### src/rtl/core/slal_pkg.sv
`timescale 1ns / 1ps
// ----------------------------------------------------------------------------
// slal_pkg
// Shared types, constants and helpers of the symbol list address lookup.
// ----------------------------------------------------------------------------
package slal_pkg;

    localparam int ADDR_BITS_DEF = 32;
    localparam int NAME_LEN_DEF  = 64;
    localparam int LOOKUP_W      = 32;
    localparam int SYM_ADDR_W    = 32;
    localparam int CHAR_W        = 8;

    localparam logic [CHAR_W-1:0] CHR_SPACE   = 8'h20;
    localparam logic [CHAR_W-1:0] CHR_NEWLINE = 8'h0A;
    localparam logic [CHAR_W-1:0] CHR_QMARK   = 8'h3F;
    localparam logic [CHAR_W-1:0] CHR_NUL     = 8'h00;
    localparam logic [CHAR_W-1:0] CHR_PRINT_LO = 8'h20;
    localparam logic [CHAR_W-1:0] CHR_PRINT_HI = 8'h7E;
    localparam logic [CHAR_W-1:0] CHR_DIG_0   = 8'h30;
    localparam logic [CHAR_W-1:0] CHR_DIG_9   = 8'h39;
    localparam logic [CHAR_W-1:0] CHR_LC_A    = 8'h61;
    localparam logic [CHAR_W-1:0] CHR_LC_F    = 8'h66;
    localparam logic [CHAR_W-1:0] CHR_UC_A    = 8'h41;
    localparam logic [CHAR_W-1:0] CHR_UC_F    = 8'h46;
    localparam logic [CHAR_W-1:0] HEX_ALPHA_OFS = 8'd10;

    typedef enum logic [1:0] {
        STAT_FOUND    = 2'd0,
        STAT_ENDED    = 2'd1,
        STAT_BAD_NAME = 2'd2,
        STAT_FORMAT   = 2'd3
    } t_status;

    typedef enum logic [1:0] {
        NM_STORED,
        NM_EMPTY,
        NM_QMARK
    } t_name_mode;

    typedef struct packed {
        logic [CHAR_W-1:0] list_byte;
        logic              scan_start;
    } t_item;

    typedef struct packed {
        logic [1:0]            status;
        logic [SYM_ADDR_W-1:0] symbol_address;
        logic [CHAR_W-1:0]     name_char;
        logic                  last;
    } t_result;

    typedef logic [LOOKUP_W-1:0] t_cfg_word;

    // byte classification and emission progress, datapath to controller
    typedef struct packed {
        logic is_hex;
        logic is_space;
        logic is_newline;
        logic is_print;
        logic acc_above;
        logic name_full;
        logic emit_last;
    } t_dp_status;

    // controller to datapath
    typedef struct packed {
        logic       restart;
        logic       acc_first;
        logic       acc_shift;
        logic       prev_take;
        logic       len_clear;
        logic       name_write;
        logic       report;
        t_status    rep_status;
        t_name_mode rep_mode;
        logic       emit_load;
        logic       emit_next;
    } t_dp_cmd;

    // bit 4 flags a hex digit, bits 3:0 hold its value
    function automatic logic [4:0] hex_decode(input logic [CHAR_W-1:0] c);
        logic [CHAR_W-1:0] v;
        logic [4:0]        res;
        v   = '0;
        res = '0;
        if (c >= CHR_DIG_0 && c <= CHR_DIG_9) begin
            v   = c - CHR_DIG_0;
            res = {1'b1, v[3:0]};
        end else if (c >= CHR_LC_A && c <= CHR_LC_F) begin
            v   = c - CHR_LC_A + HEX_ALPHA_OFS;
            res = {1'b1, v[3:0]};
        end else if (c >= CHR_UC_A && c <= CHR_UC_F) begin
            v   = c - CHR_UC_A + HEX_ALPHA_OFS;
            res = {1'b1, v[3:0]};
        end
        return res;
    endfunction

endpackage

### src/rtl/core/slal_chan_if.sv
`timescale 1ns / 1ps
// ----------------------------------------------------------------------------
// slal_chan_if
// Valid/ready channel carrying one word of a chosen payload type.
// ----------------------------------------------------------------------------
interface slal_chan_if #(
    parameter type T_PAYLOAD = logic
) ();
    logic     valid;
    logic     ready;
    T_PAYLOAD payload;

    modport source (output valid, output payload, input ready);
    modport sink   (input valid, input payload, output ready);
endinterface

### src/rtl/core/slal_datapath.sv
`timescale 1ns / 1ps
// ----------------------------------------------------------------------------
// slal_datapath
// Hex accumulator, lookup register, name store and report registers.
// ----------------------------------------------------------------------------
module slal_datapath import slal_pkg::*; #(
    parameter int ADDR_BITS = ADDR_BITS_DEF,
    parameter int NAME_LEN  = NAME_LEN_DEF
) (
    input  logic              i_clk,
    input  logic              i_rst_n,
    input  logic              i_cfg_we,
    input  t_cfg_word         i_cfg_data,
    input  logic [CHAR_W-1:0] i_byte,
    input  t_dp_cmd           i_cmd,
    output t_dp_status        o_status,
    output t_result           o_result
);

    localparam int IDX_W = (NAME_LEN > 1) ? $clog2(NAME_LEN) : 1;
    localparam int LEN_W = $clog2(NAME_LEN + 1);
    localparam int CMP_W = (ADDR_BITS > LOOKUP_W) ? ADDR_BITS : LOOKUP_W;

    logic [LOOKUP_W-1:0]  r_lookup;
    logic [ADDR_BITS-1:0] r_acc;
    logic [ADDR_BITS-1:0] r_prev;
    logic [LEN_W-1:0]     r_len;
    logic [CHAR_W-1:0]    r_store [NAME_LEN];
    logic [CHAR_W-1:0]    r_rd_data;
    logic                 r_last;
    t_status              r_rep_status;
    t_name_mode           r_rep_mode;
    logic [SYM_ADDR_W-1:0] r_rep_addr;
    logic [LEN_W-1:0]     r_rep_len;
    logic [IDX_W-1:0]     r_k;

    logic [4:0]           hex;
    logic [ADDR_BITS-1:0] eff_prev;
    logic [LEN_W-1:0]     eff_len;
    logic [ADDR_BITS-1:0] rep_src;
    logic [CMP_W-1:0]     rep_wide;
    logic [CMP_W-1:0]     acc_wide;
    logic [CMP_W-1:0]     lookup_wide;

    assign hex         = hex_decode(i_byte);
    assign acc_wide    = CMP_W'(r_acc);
    assign lookup_wide = CMP_W'(r_lookup);

    // a restart in the same cycle reports from the cleared scan state
    assign eff_prev = i_cmd.restart ? '0 : r_prev;
    assign eff_len  = i_cmd.restart ? '0 : r_len;
    assign rep_src  = (i_cmd.rep_status == STAT_BAD_NAME) ? r_acc : eff_prev;
    assign rep_wide = CMP_W'(rep_src);

    always_comb begin
        o_status.is_hex     = hex[4];
        o_status.is_space   = (i_byte == CHR_SPACE);
        o_status.is_newline = (i_byte == CHR_NEWLINE);
        o_status.is_print   = (i_byte >= CHR_PRINT_LO) && (i_byte <= CHR_PRINT_HI);
        o_status.acc_above  = (acc_wide > lookup_wide);
        o_status.name_full  = (r_len == LEN_W'(NAME_LEN));
        o_status.emit_last  = r_last;
    end

    always_ff @(posedge i_clk) begin
        if (!i_rst_n) begin
            r_lookup <= '0;
            r_acc    <= '0;
            r_prev   <= '0;
            r_len    <= '0;
        end else begin
            if (i_cfg_we) begin
                r_lookup <= i_cfg_data;
            end
            if (i_cmd.restart) begin
                r_acc  <= '0;
                r_prev <= '0;
                r_len  <= '0;
            end
            if (i_cmd.acc_first) begin
                r_acc <= ADDR_BITS'(hex[3:0]);
            end else if (i_cmd.acc_shift) begin
                r_acc <= {r_acc[ADDR_BITS-5:0], hex[3:0]};
            end
            if (i_cmd.prev_take) begin
                r_prev <= r_acc;
            end
            if (i_cmd.len_clear) begin
                r_len <= '0;
            end else if (i_cmd.name_write) begin
                r_len <= r_len + LEN_W'(1);
            end
        end
    end

    // report latch and emission counter
    always_ff @(posedge i_clk) begin
        if (i_cmd.report) begin
            r_rep_status <= i_cmd.rep_status;
            r_rep_addr   <= rep_wide[SYM_ADDR_W-1:0];
            r_rep_len    <= eff_len;
            r_k          <= '0;
            if (i_cmd.rep_mode == NM_STORED && eff_len == '0) begin
                r_rep_mode <= NM_EMPTY;
            end else begin
                r_rep_mode <= i_cmd.rep_mode;
            end
        end else if (i_cmd.emit_next) begin
            r_k <= r_k + IDX_W'(1);
        end
        if (i_cmd.emit_load) begin
            r_last <= (r_rep_mode != NM_STORED) ||
                      (LEN_W'(r_k) + LEN_W'(1) == r_rep_len);
        end
    end

    // name store: one write port, one registered read port
    always_ff @(posedge i_clk) begin
        if (i_cmd.name_write) begin
            r_store[r_len[IDX_W-1:0]] <= i_byte;
        end
        if (i_cmd.emit_load) begin
            r_rd_data <= r_store[r_k];
        end
    end

    always_comb begin
        o_result.status         = r_rep_status;
        o_result.symbol_address = r_rep_addr;
        o_result.last           = r_last;
        unique case (r_rep_mode)
            NM_STORED: o_result.name_char = r_rd_data;
            NM_QMARK:  o_result.name_char = CHR_QMARK;
            default:   o_result.name_char = CHR_NUL;
        endcase
    end

endmodule

### src/rtl/core/slal_ctrl.sv
`timescale 1ns / 1ps
// ----------------------------------------------------------------------------
// slal_ctrl
// Line parser and report sequencer state machine.
// ----------------------------------------------------------------------------
module slal_ctrl import slal_pkg::*; (
    input  logic       i_clk,
    input  logic       i_rst_n,
    input  logic       i_in_valid,
    input  logic       i_scan_start,
    input  logic       i_out_ready,
    input  t_dp_status i_status,
    output logic       o_in_ready,
    output logic       o_out_valid,
    output t_dp_cmd    o_cmd
);

    typedef enum logic [2:0] {
        ST_LINE,
        ST_HEX,
        ST_NAME,
        ST_LOAD,
        ST_SHOW,
        ST_DONE
    } t_state;

    t_state r_state;
    t_state n_state;
    t_state eff_state;
    logic   r_in_ready;
    logic   n_in_ready;
    logic   r_out_valid;
    logic   n_out_valid;
    logic   accept;

    assign accept    = i_in_valid && r_in_ready;
    assign eff_state = (accept && i_scan_start) ? ST_LINE : r_state;

    always_comb begin
        o_cmd         = '0;
        o_cmd.rep_status = STAT_FOUND;
        o_cmd.rep_mode   = NM_STORED;
        o_cmd.restart = accept && i_scan_start;
        n_state       = r_state;
        unique case (eff_state)
            ST_LINE: begin
                if (accept) begin
                    if (i_status.is_hex) begin
                        o_cmd.acc_first = 1'b1;
                        n_state         = ST_HEX;
                    end else begin
                        o_cmd.report     = 1'b1;
                        o_cmd.rep_status = STAT_ENDED;
                        n_state          = ST_LOAD;
                    end
                end
            end
            ST_HEX: begin
                if (accept) begin
                    if (i_status.is_hex) begin
                        o_cmd.acc_shift = 1'b1;
                    end else if (i_status.acc_above) begin
                        o_cmd.report     = 1'b1;
                        o_cmd.rep_status = STAT_FOUND;
                        n_state          = ST_LOAD;
                    end else if (!i_status.is_space) begin
                        o_cmd.report     = 1'b1;
                        o_cmd.rep_status = STAT_FORMAT;
                        o_cmd.rep_mode   = NM_EMPTY;
                        n_state          = ST_LOAD;
                    end else begin
                        o_cmd.len_clear = 1'b1;
                        n_state         = ST_NAME;
                    end
                end
            end
            ST_NAME: begin
                if (accept) begin
                    if (i_status.is_newline) begin
                        o_cmd.prev_take = 1'b1;
                        n_state         = ST_LINE;
                    end else if (i_status.name_full) begin
                        o_cmd.report     = 1'b1;
                        o_cmd.rep_status = STAT_FORMAT;
                        o_cmd.rep_mode   = NM_EMPTY;
                        n_state          = ST_LOAD;
                    end else if (!i_status.is_print) begin
                        o_cmd.report     = 1'b1;
                        o_cmd.rep_status = STAT_BAD_NAME;
                        o_cmd.rep_mode   = NM_QMARK;
                        n_state          = ST_LOAD;
                    end else begin
                        o_cmd.name_write = 1'b1;
                    end
                end
            end
            ST_LOAD: begin
                o_cmd.emit_load = 1'b1;
                n_state         = ST_SHOW;
            end
            ST_SHOW: begin
                if (i_out_ready) begin
                    if (i_status.emit_last) begin
                        n_state = ST_DONE;
                    end else begin
                        o_cmd.emit_next = 1'b1;
                        n_state         = ST_LOAD;
                    end
                end
            end
            ST_DONE: begin
                // words are swallowed until a scan start
                n_state = ST_DONE;
            end
            default: begin
                n_state = ST_LINE;
            end
        endcase
        n_in_ready  = (n_state != ST_LOAD) && (n_state != ST_SHOW);
        n_out_valid = (n_state == ST_SHOW);
    end

    always_ff @(posedge i_clk) begin
        if (!i_rst_n) begin
            r_state     <= ST_LINE;
            r_in_ready  <= 1'b1;
            r_out_valid <= 1'b0;
        end else begin
            r_state     <= n_state;
            r_in_ready  <= n_in_ready;
            r_out_valid <= n_out_valid;
        end
    end

    assign o_in_ready  = r_in_ready;
    assign o_out_valid = r_out_valid;

endmodule

### src/rtl/core/symbol_list_address_lookup.sv
`timescale 1ns / 1ps
// ----------------------------------------------------------------------------
// symbol_list_address_lookup
// Finds the symbol of a text symbol list that holds a lookup address.
// ----------------------------------------------------------------------------
// i_cfg carries the lookup address; write it while no scan report is pending.
// i_item takes one list byte per word; scan_start restarts parsing at a line
// start before that byte. Lines are "<hex address> <name>\n".
// While parsing, one byte is taken every cycle and no result is produced.
// When the scan settles (address above lookup, end of list, bad name or
// format error) i_item.ready drops and the report goes out on o_result as
// one word per name character (a single word for an empty or bad name),
// with last on the final one.
// Each report word comes from a read of the name store register, then the
// word is held until the receiver takes it. A stalled receiver holds
// the word and the input stays closed. After the report, bytes are taken and
// dropped until the next scan_start.
// Reset clears the parser, the accumulators and the lookup address; the
// name store itself is not cleared and needs no clearing pass.
// ----------------------------------------------------------------------------
module symbol_list_address_lookup import slal_pkg::*; #(
    parameter int ADDR_BITS = ADDR_BITS_DEF,
    parameter int NAME_LEN  = NAME_LEN_DEF
) (
    input  logic       i_clk,
    input  logic       i_rst_n,
    slal_chan_if.sink   i_cfg,
    slal_chan_if.sink   i_item,
    slal_chan_if.source o_result
);

    t_dp_cmd    cmd;
    t_dp_status dp_status;
    t_item      item;
    t_result    result;
    logic       in_ready;
    logic       out_valid;

    assign item        = i_item.payload;
    assign i_item.ready = in_ready;
    assign i_cfg.ready  = 1'b1;
    assign o_result.valid   = out_valid;
    assign o_result.payload = result;

    slal_ctrl u_ctrl (
        .i_clk        (i_clk),
        .i_rst_n      (i_rst_n),
        .i_in_valid   (i_item.valid),
        .i_scan_start (item.scan_start),
        .i_out_ready  (o_result.ready),
        .i_status     (dp_status),
        .o_in_ready   (in_ready),
        .o_out_valid  (out_valid),
        .o_cmd        (cmd)
    );

    slal_datapath #(
        .ADDR_BITS (ADDR_BITS),
        .NAME_LEN  (NAME_LEN)
    ) u_datapath (
        .i_clk      (i_clk),
        .i_rst_n    (i_rst_n),
        .i_cfg_we   (i_cfg.valid),
        .i_cfg_data (i_cfg.payload),
        .i_byte     (item.list_byte),
        .i_cmd      (cmd),
        .o_status   (dp_status),
        .o_result   (result)
    );

endmodule
### src/flat_wrapper.sv
// flat-port wrapper written by rule: the top's interface ports become plain ports
module symbol_list_address_lookup_flat import slal_pkg::*;
#(
    parameter int ADDR_BITS = ADDR_BITS_DEF,
    parameter int NAME_LEN  = NAME_LEN_DEF
)
  (i_clk, i_rst_n, i_cfg_valid, i_cfg_payload, i_cfg_ready, i_item_valid, i_item_payload, i_item_ready, o_result_valid, o_result_payload, o_result_ready);
  slal_chan_if i_cfg_i ();
  slal_chan_if i_item_i ();
  slal_chan_if o_result_i ();
  input  logic i_clk;
  input  logic i_rst_n;
  input wire logic [$bits(i_cfg_i.valid)-1:0] i_cfg_valid;
  input wire logic [$bits(i_cfg_i.payload)-1:0] i_cfg_payload;
  output wire logic [$bits(i_cfg_i.ready)-1:0] i_cfg_ready;
  input wire logic [$bits(i_item_i.valid)-1:0] i_item_valid;
  input wire logic [$bits(i_item_i.payload)-1:0] i_item_payload;
  output wire logic [$bits(i_item_i.ready)-1:0] i_item_ready;
  output wire logic [$bits(o_result_i.valid)-1:0] o_result_valid;
  output wire logic [$bits(o_result_i.payload)-1:0] o_result_payload;
  input wire logic [$bits(o_result_i.ready)-1:0] o_result_ready;
  assign i_cfg_i.valid = i_cfg_valid;
  assign i_cfg_i.payload = i_cfg_payload;
  assign i_cfg_ready = i_cfg_i.ready;
  assign i_item_i.valid = i_item_valid;
  assign i_item_i.payload = i_item_payload;
  assign i_item_ready = i_item_i.ready;
  assign o_result_valid = o_result_i.valid;
  assign o_result_payload = o_result_i.payload;
  assign o_result_i.ready = o_result_ready;
  symbol_list_address_lookup #(.ADDR_BITS(ADDR_BITS), .NAME_LEN(NAME_LEN)) u_core (.i_clk(i_clk), .i_rst_n(i_rst_n), .i_cfg(i_cfg_i), .i_item(i_item_i), .o_result(o_result_i));
endmodule
### config.mk
export PLATFORM = sky130hd
export DESIGN_NAME = symbol_list_address_lookup_flat
export DESIGN_NICKNAME = d
export VERILOG_FILES = /design/src/rtl/core/slal_pkg.sv /design/src/rtl/core/slal_chan_if.sv /design/src/rtl/core/slal_datapath.sv /design/src/rtl/core/slal_ctrl.sv /design/src/rtl/core/symbol_list_address_lookup.sv /design/src/flat_wrapper.sv
export SDC_FILE = /design/constraint.sdc
export NUM_CORES = 1
export LEC_CHECK = 0
export BUFFER_PORTS_ARGS = -buffer_cell sky130_fd_sc_hd__buf_2
export CAP_MARGIN = 20
export CELL_PAD_IN_SITES_DETAIL_PLACEMENT = 1
export CELL_PAD_IN_SITES_GLOBAL_PLACEMENT = 2
export CORE_UTILIZATION = 41
export DETAILED_ROUTE_END_ITERATION = 16
export GPL_ROUTABILITY_DRIVEN = 0
export GPL_TIMING_DRIVEN = 0
export PLACE_DENSITY = 0.81
export SYNTH_ARGS = -nofsm -noshare
export SYNTH_HDL_FRONTEND = slang
export SYNTH_SLANG_ARGS = --single-unit
### constraint.sdc
create_clock -name i_clk -period 2.8 [get_ports i_clk]
set_input_delay 0.56 -clock i_clk [delete_from_list [all_inputs] [get_ports i_clk]]
set_output_delay 0.56 -clock i_clk [all_outputs]
set_load 0.02 [all_outputs]
==> impl_metrics.py <==
metrics = {
    "logic_synthesis": {
        "netlist.area_leader.share_pct": 26.72,
        "ys_warn_count": 0,
        "synth_largest_area_cell": "dfxtp_1",
        "ys_ff_latch": 28,
        "synth_fp_nets": 136,
        "synth_cell_types": 47,
        "dominantRegCellSynth": "dfxtp_1",
        "yosysSeqAreaShare_pct": 48.98,
        "netlist_area_sq_um": 1349,
        "synth_area_leaders": "dfxtp_1, edfxtp_1, xor2_1, and2_1, and3_1",
        "ys_async_sr_fraction_pct": 0,
        "synth-edff-count": 10,
        "syn-instance-count": 128,
        "syn_area_per_cell_sq_um": 10.54,
    },
    "global_route": {
        "antenna_found_initial": 0,
        "grt_pass1_wl_microns": 4312,
        "grt_max_degree": 16,
        "grt_remaining_overflow": 0,
        "grt_usage_pct": 16.58,
        "grt_pass1_vias": 930,
    },
    "setup_path": {
        "cp_cell_sequence": "ha_1, nor3b_1, o21a_1, o311ai_1, a22oi_2",
        "critPathRequiredTime_ps": 2880,
        "rr_startpoint": "u_core.u_datapath.r_k[0]$_SDFFE_PP0P_",
        "cp-endpoint": "u_core.u_datapath.r_last$_DFFE_PP_",
        "ff2ff_setup_slack_ps": 1070,
        "ff2ff_path_depth": 5,
        "crit_family": "compound AO/OA/AOI/OAI gates",
        "slowest_stage": "dfxtp_1",
        "crit_buf_inv": 0,
        "critPathMaxFanout": 7,
        "slowest_delay_ps": 380,
        "cp-end-kind": "flip-flop",
        "cp-start-kind": "flip-flop",
        "reg2reg_to": "u_core.u_datapath.r_last$_DFFE_PP_",
        "crit_cells": 5,
        "crit_type": "reg2reg",
        "arrival_ps": 1810,
        "startpoint": "u_core.u_datapath.r_k[0]$_SDFFE_PP0P_",
    },
    "finish": {
        "multi_input_area_sq_um": 625.6,
        "layout_common_cells": "dfxtp_1, edfxtp_1, buf_2, nor2_1",
        "syn_to_final_growth_pct": 9.183,
        "mostFrequentLayoutCell": "dfxtp_1",
        "num-nets-final": 149,
        "fillers": 358,
        "seqCellArea_sq_um": 660.6,
        "drive_gt1_share_pct": 18.57,
        "diodes": 0,
    },
    "sta": {
        "setup_viol_count_final": 0,
        "max_freq_mhz": 578.2,
        "setup_tns_ps": 0,
        "whs_ps": 504.7,
        "fin_crit_ps": 1729,
        "timing_hold_violations_final": 0,
        "finalWorstSetupSlack_ps": 1071,
        "post-route-period-util_pct": 61.76,
        "skew_ps": 5.520,
        "slew_viol_final": 0,
        "rsz0062_at_grt": "no",
    },
    "drt": {
        "wirelength_microns": 2450,
        "routedWlPerCell_microns": 13.32,
        "via_per_inst": 5.071,
        "route.detailed.drc": 0,
        "drtIter0Drc": 60,
        "ant_nets": 0,
        "first_pass_iters": 4,
        "vias": 933,
    },
    "die": {
        "core-area_sq_um": 3078,
        "dieArea_sq_um": 3523,
        "row_count": 20,
        "initial_core_util_pct": 43.82,
        "die_y_microns": 59.36,
        "ios": 11,
        "fp.dieW_microns": 59.36,
    },
    "power": {
        "ir_worst_vdd_mv": 0.2136,
        "power_density_nw_per_um2": 481.9,
        "total_power_uw": 709.7,
        "total_leakage_power_uw": 0.0005957,
    },
    "clocking": {
        "postCtsHoldBufs": 0,
        "cts_made_buffers": 3,
        "cts_tree": "done",
        "cts_resized": 0,
        "path_clk_slew_ps": 140,
        "clockBufferDepth": 2,
        "cts_setup_buffers": 0,
        "cts_max_level": 1,
        "clock_latency_ps": 310,
        "clock-sinks": 28,
        "clock-root-buffer": "clkbuf_4",
    },
    "flow_run": {
        "maxCapViolCount": 0,
    },
    "placement": {
        "place_ws_ps": 771.6,
        "hpwl_microns": 1905,
        "numPortBuffers": 7,
    },
    "hold_path": {
        "min-delay-path-class": "reg2reg",
    },
    "outcome": {
        "status": "finished, final reports clean",
    },
}
## metal layers
metal / share of wire [%] / vias to the layer above / track usage, %
met5: 0 / - / 0
met4: 0.78 / 0 / 6.122
li1: - / 485 / -
met2: 50 / 7 / 28.41
met3: 1.4 / 2 / 1.965
met1: 48 / 439 / 21.32
## report_power, final
part / internal [uW] / switching [uW] / leakage, uW
clock network: 52.1 / 108 / 0.0000154
registers: 442 / 16.4 / 0.000242
logic: 36.6 / 54.0 / 0.000338
## logic make-up after synthesis
group	after synthesis	synth area share, %
DFF	28	48.98
muxes	1	0.7421
buffers and inverters	11	4.638
AOI/OAI and AO/OA	23	12.99
xor gates and xnor gates	9	5.844
and+or+nand+nor	54	25.60
other	1	0.2780
adders and majority gates	1	0.9275
## cells in the mapped netlist (3+ instances only)
cell and count:
nand4_1 3, a21oi_1 6, nor2b_1 5, dfxtp_1 18, nand2_1 4, nand3_1 4
xor2_1 7, and2_1 7, and3_1 7, nor2_1 8, edfxtp_1 10, inv_1 4
## cell type report
type | count | share of cell area (%)
sequential | 28 | 44.86
multi-input combinational | 89 | 42.48
tap | 44 | 3.738
buffer | 7 | 3.229
timing repair buffer | 8 | 2.889
clock buffer | 3 | 1.529
inverter | 4 | 1.020
clock inverter | 1 | 0.2549
## state kept, by name, indices dropped and copies added, names as in the netlist
| name | flops |
|---|---|
| u_core.u_datapath.r_rep_mode | 2 |
| u_core.u_datapath.r_rep_len | 7 |
| u_core.u_ctrl.r_state | 3 |
| u_core.u_datapath.r_last | 1 |
| u_core.u_datapath.r_k | 6 |
| u_core.u_ctrl.o_out_valid | 1 |
| u_core.u_ctrl.o_in_ready | 1 |
| u_core.u_datapath.r_len | 7 |
## stage by stage
| stage | std cells | util, % | cell area [sq um] |
|---|---|---|---|
| floorplan | 128 | - | 1349 |
| global placement | 179 | 46.75 | 1439 |
| detailed placement | 179 | 46.75 | 1439 |
| CTS | 183 | 47.60 | 1465 |
| global route | 184 | 47.85 | 1473 |
| finish | 184 | 47.85 | 1473 |
## worst min path at each step
stage | startpoint | end | cells past startpoint
finish | u_core.u_datapath.r_len[3]$_SDFF_PN0_ | u_core.u_datapath.r_len[3]$_SDFF_PN0_ | 1
global route | u_core.u_datapath.r_len[3]$_SDFF_PN0_ | u_core.u_datapath.r_len[3]$_SDFF_PN0_ | 1
CTS | u_core.u_datapath.r_len[3]$_SDFF_PN0_ | u_core.u_datapath.r_len[3]$_SDFF_PN0_ | 1
detailed placement | u_core.u_datapath.r_len[3]$_SDFF_PN0_ | u_core.u_datapath.r_len[3]$_SDFF_PN0_ | 1
global placement | u_core.u_datapath.r_len[2]$_SDFF_PN0_ | u_core.u_datapath.r_len[2]$_SDFF_PN0_ | 1
floorplan | u_core.u_datapath.r_len[3]$_SDFF_PN0_ | u_core.u_datapath.r_len[3]$_SDFF_PN0_ | 1
## worst register-to-register path: stages, from the launching register on
cell      delay (ps)
dfxtp_1          380
ha_1             300
nor3b_1          170
o21a_1           180
o311ai_1         320
a22oi_2          140
(Power assumes the default switching activity.)
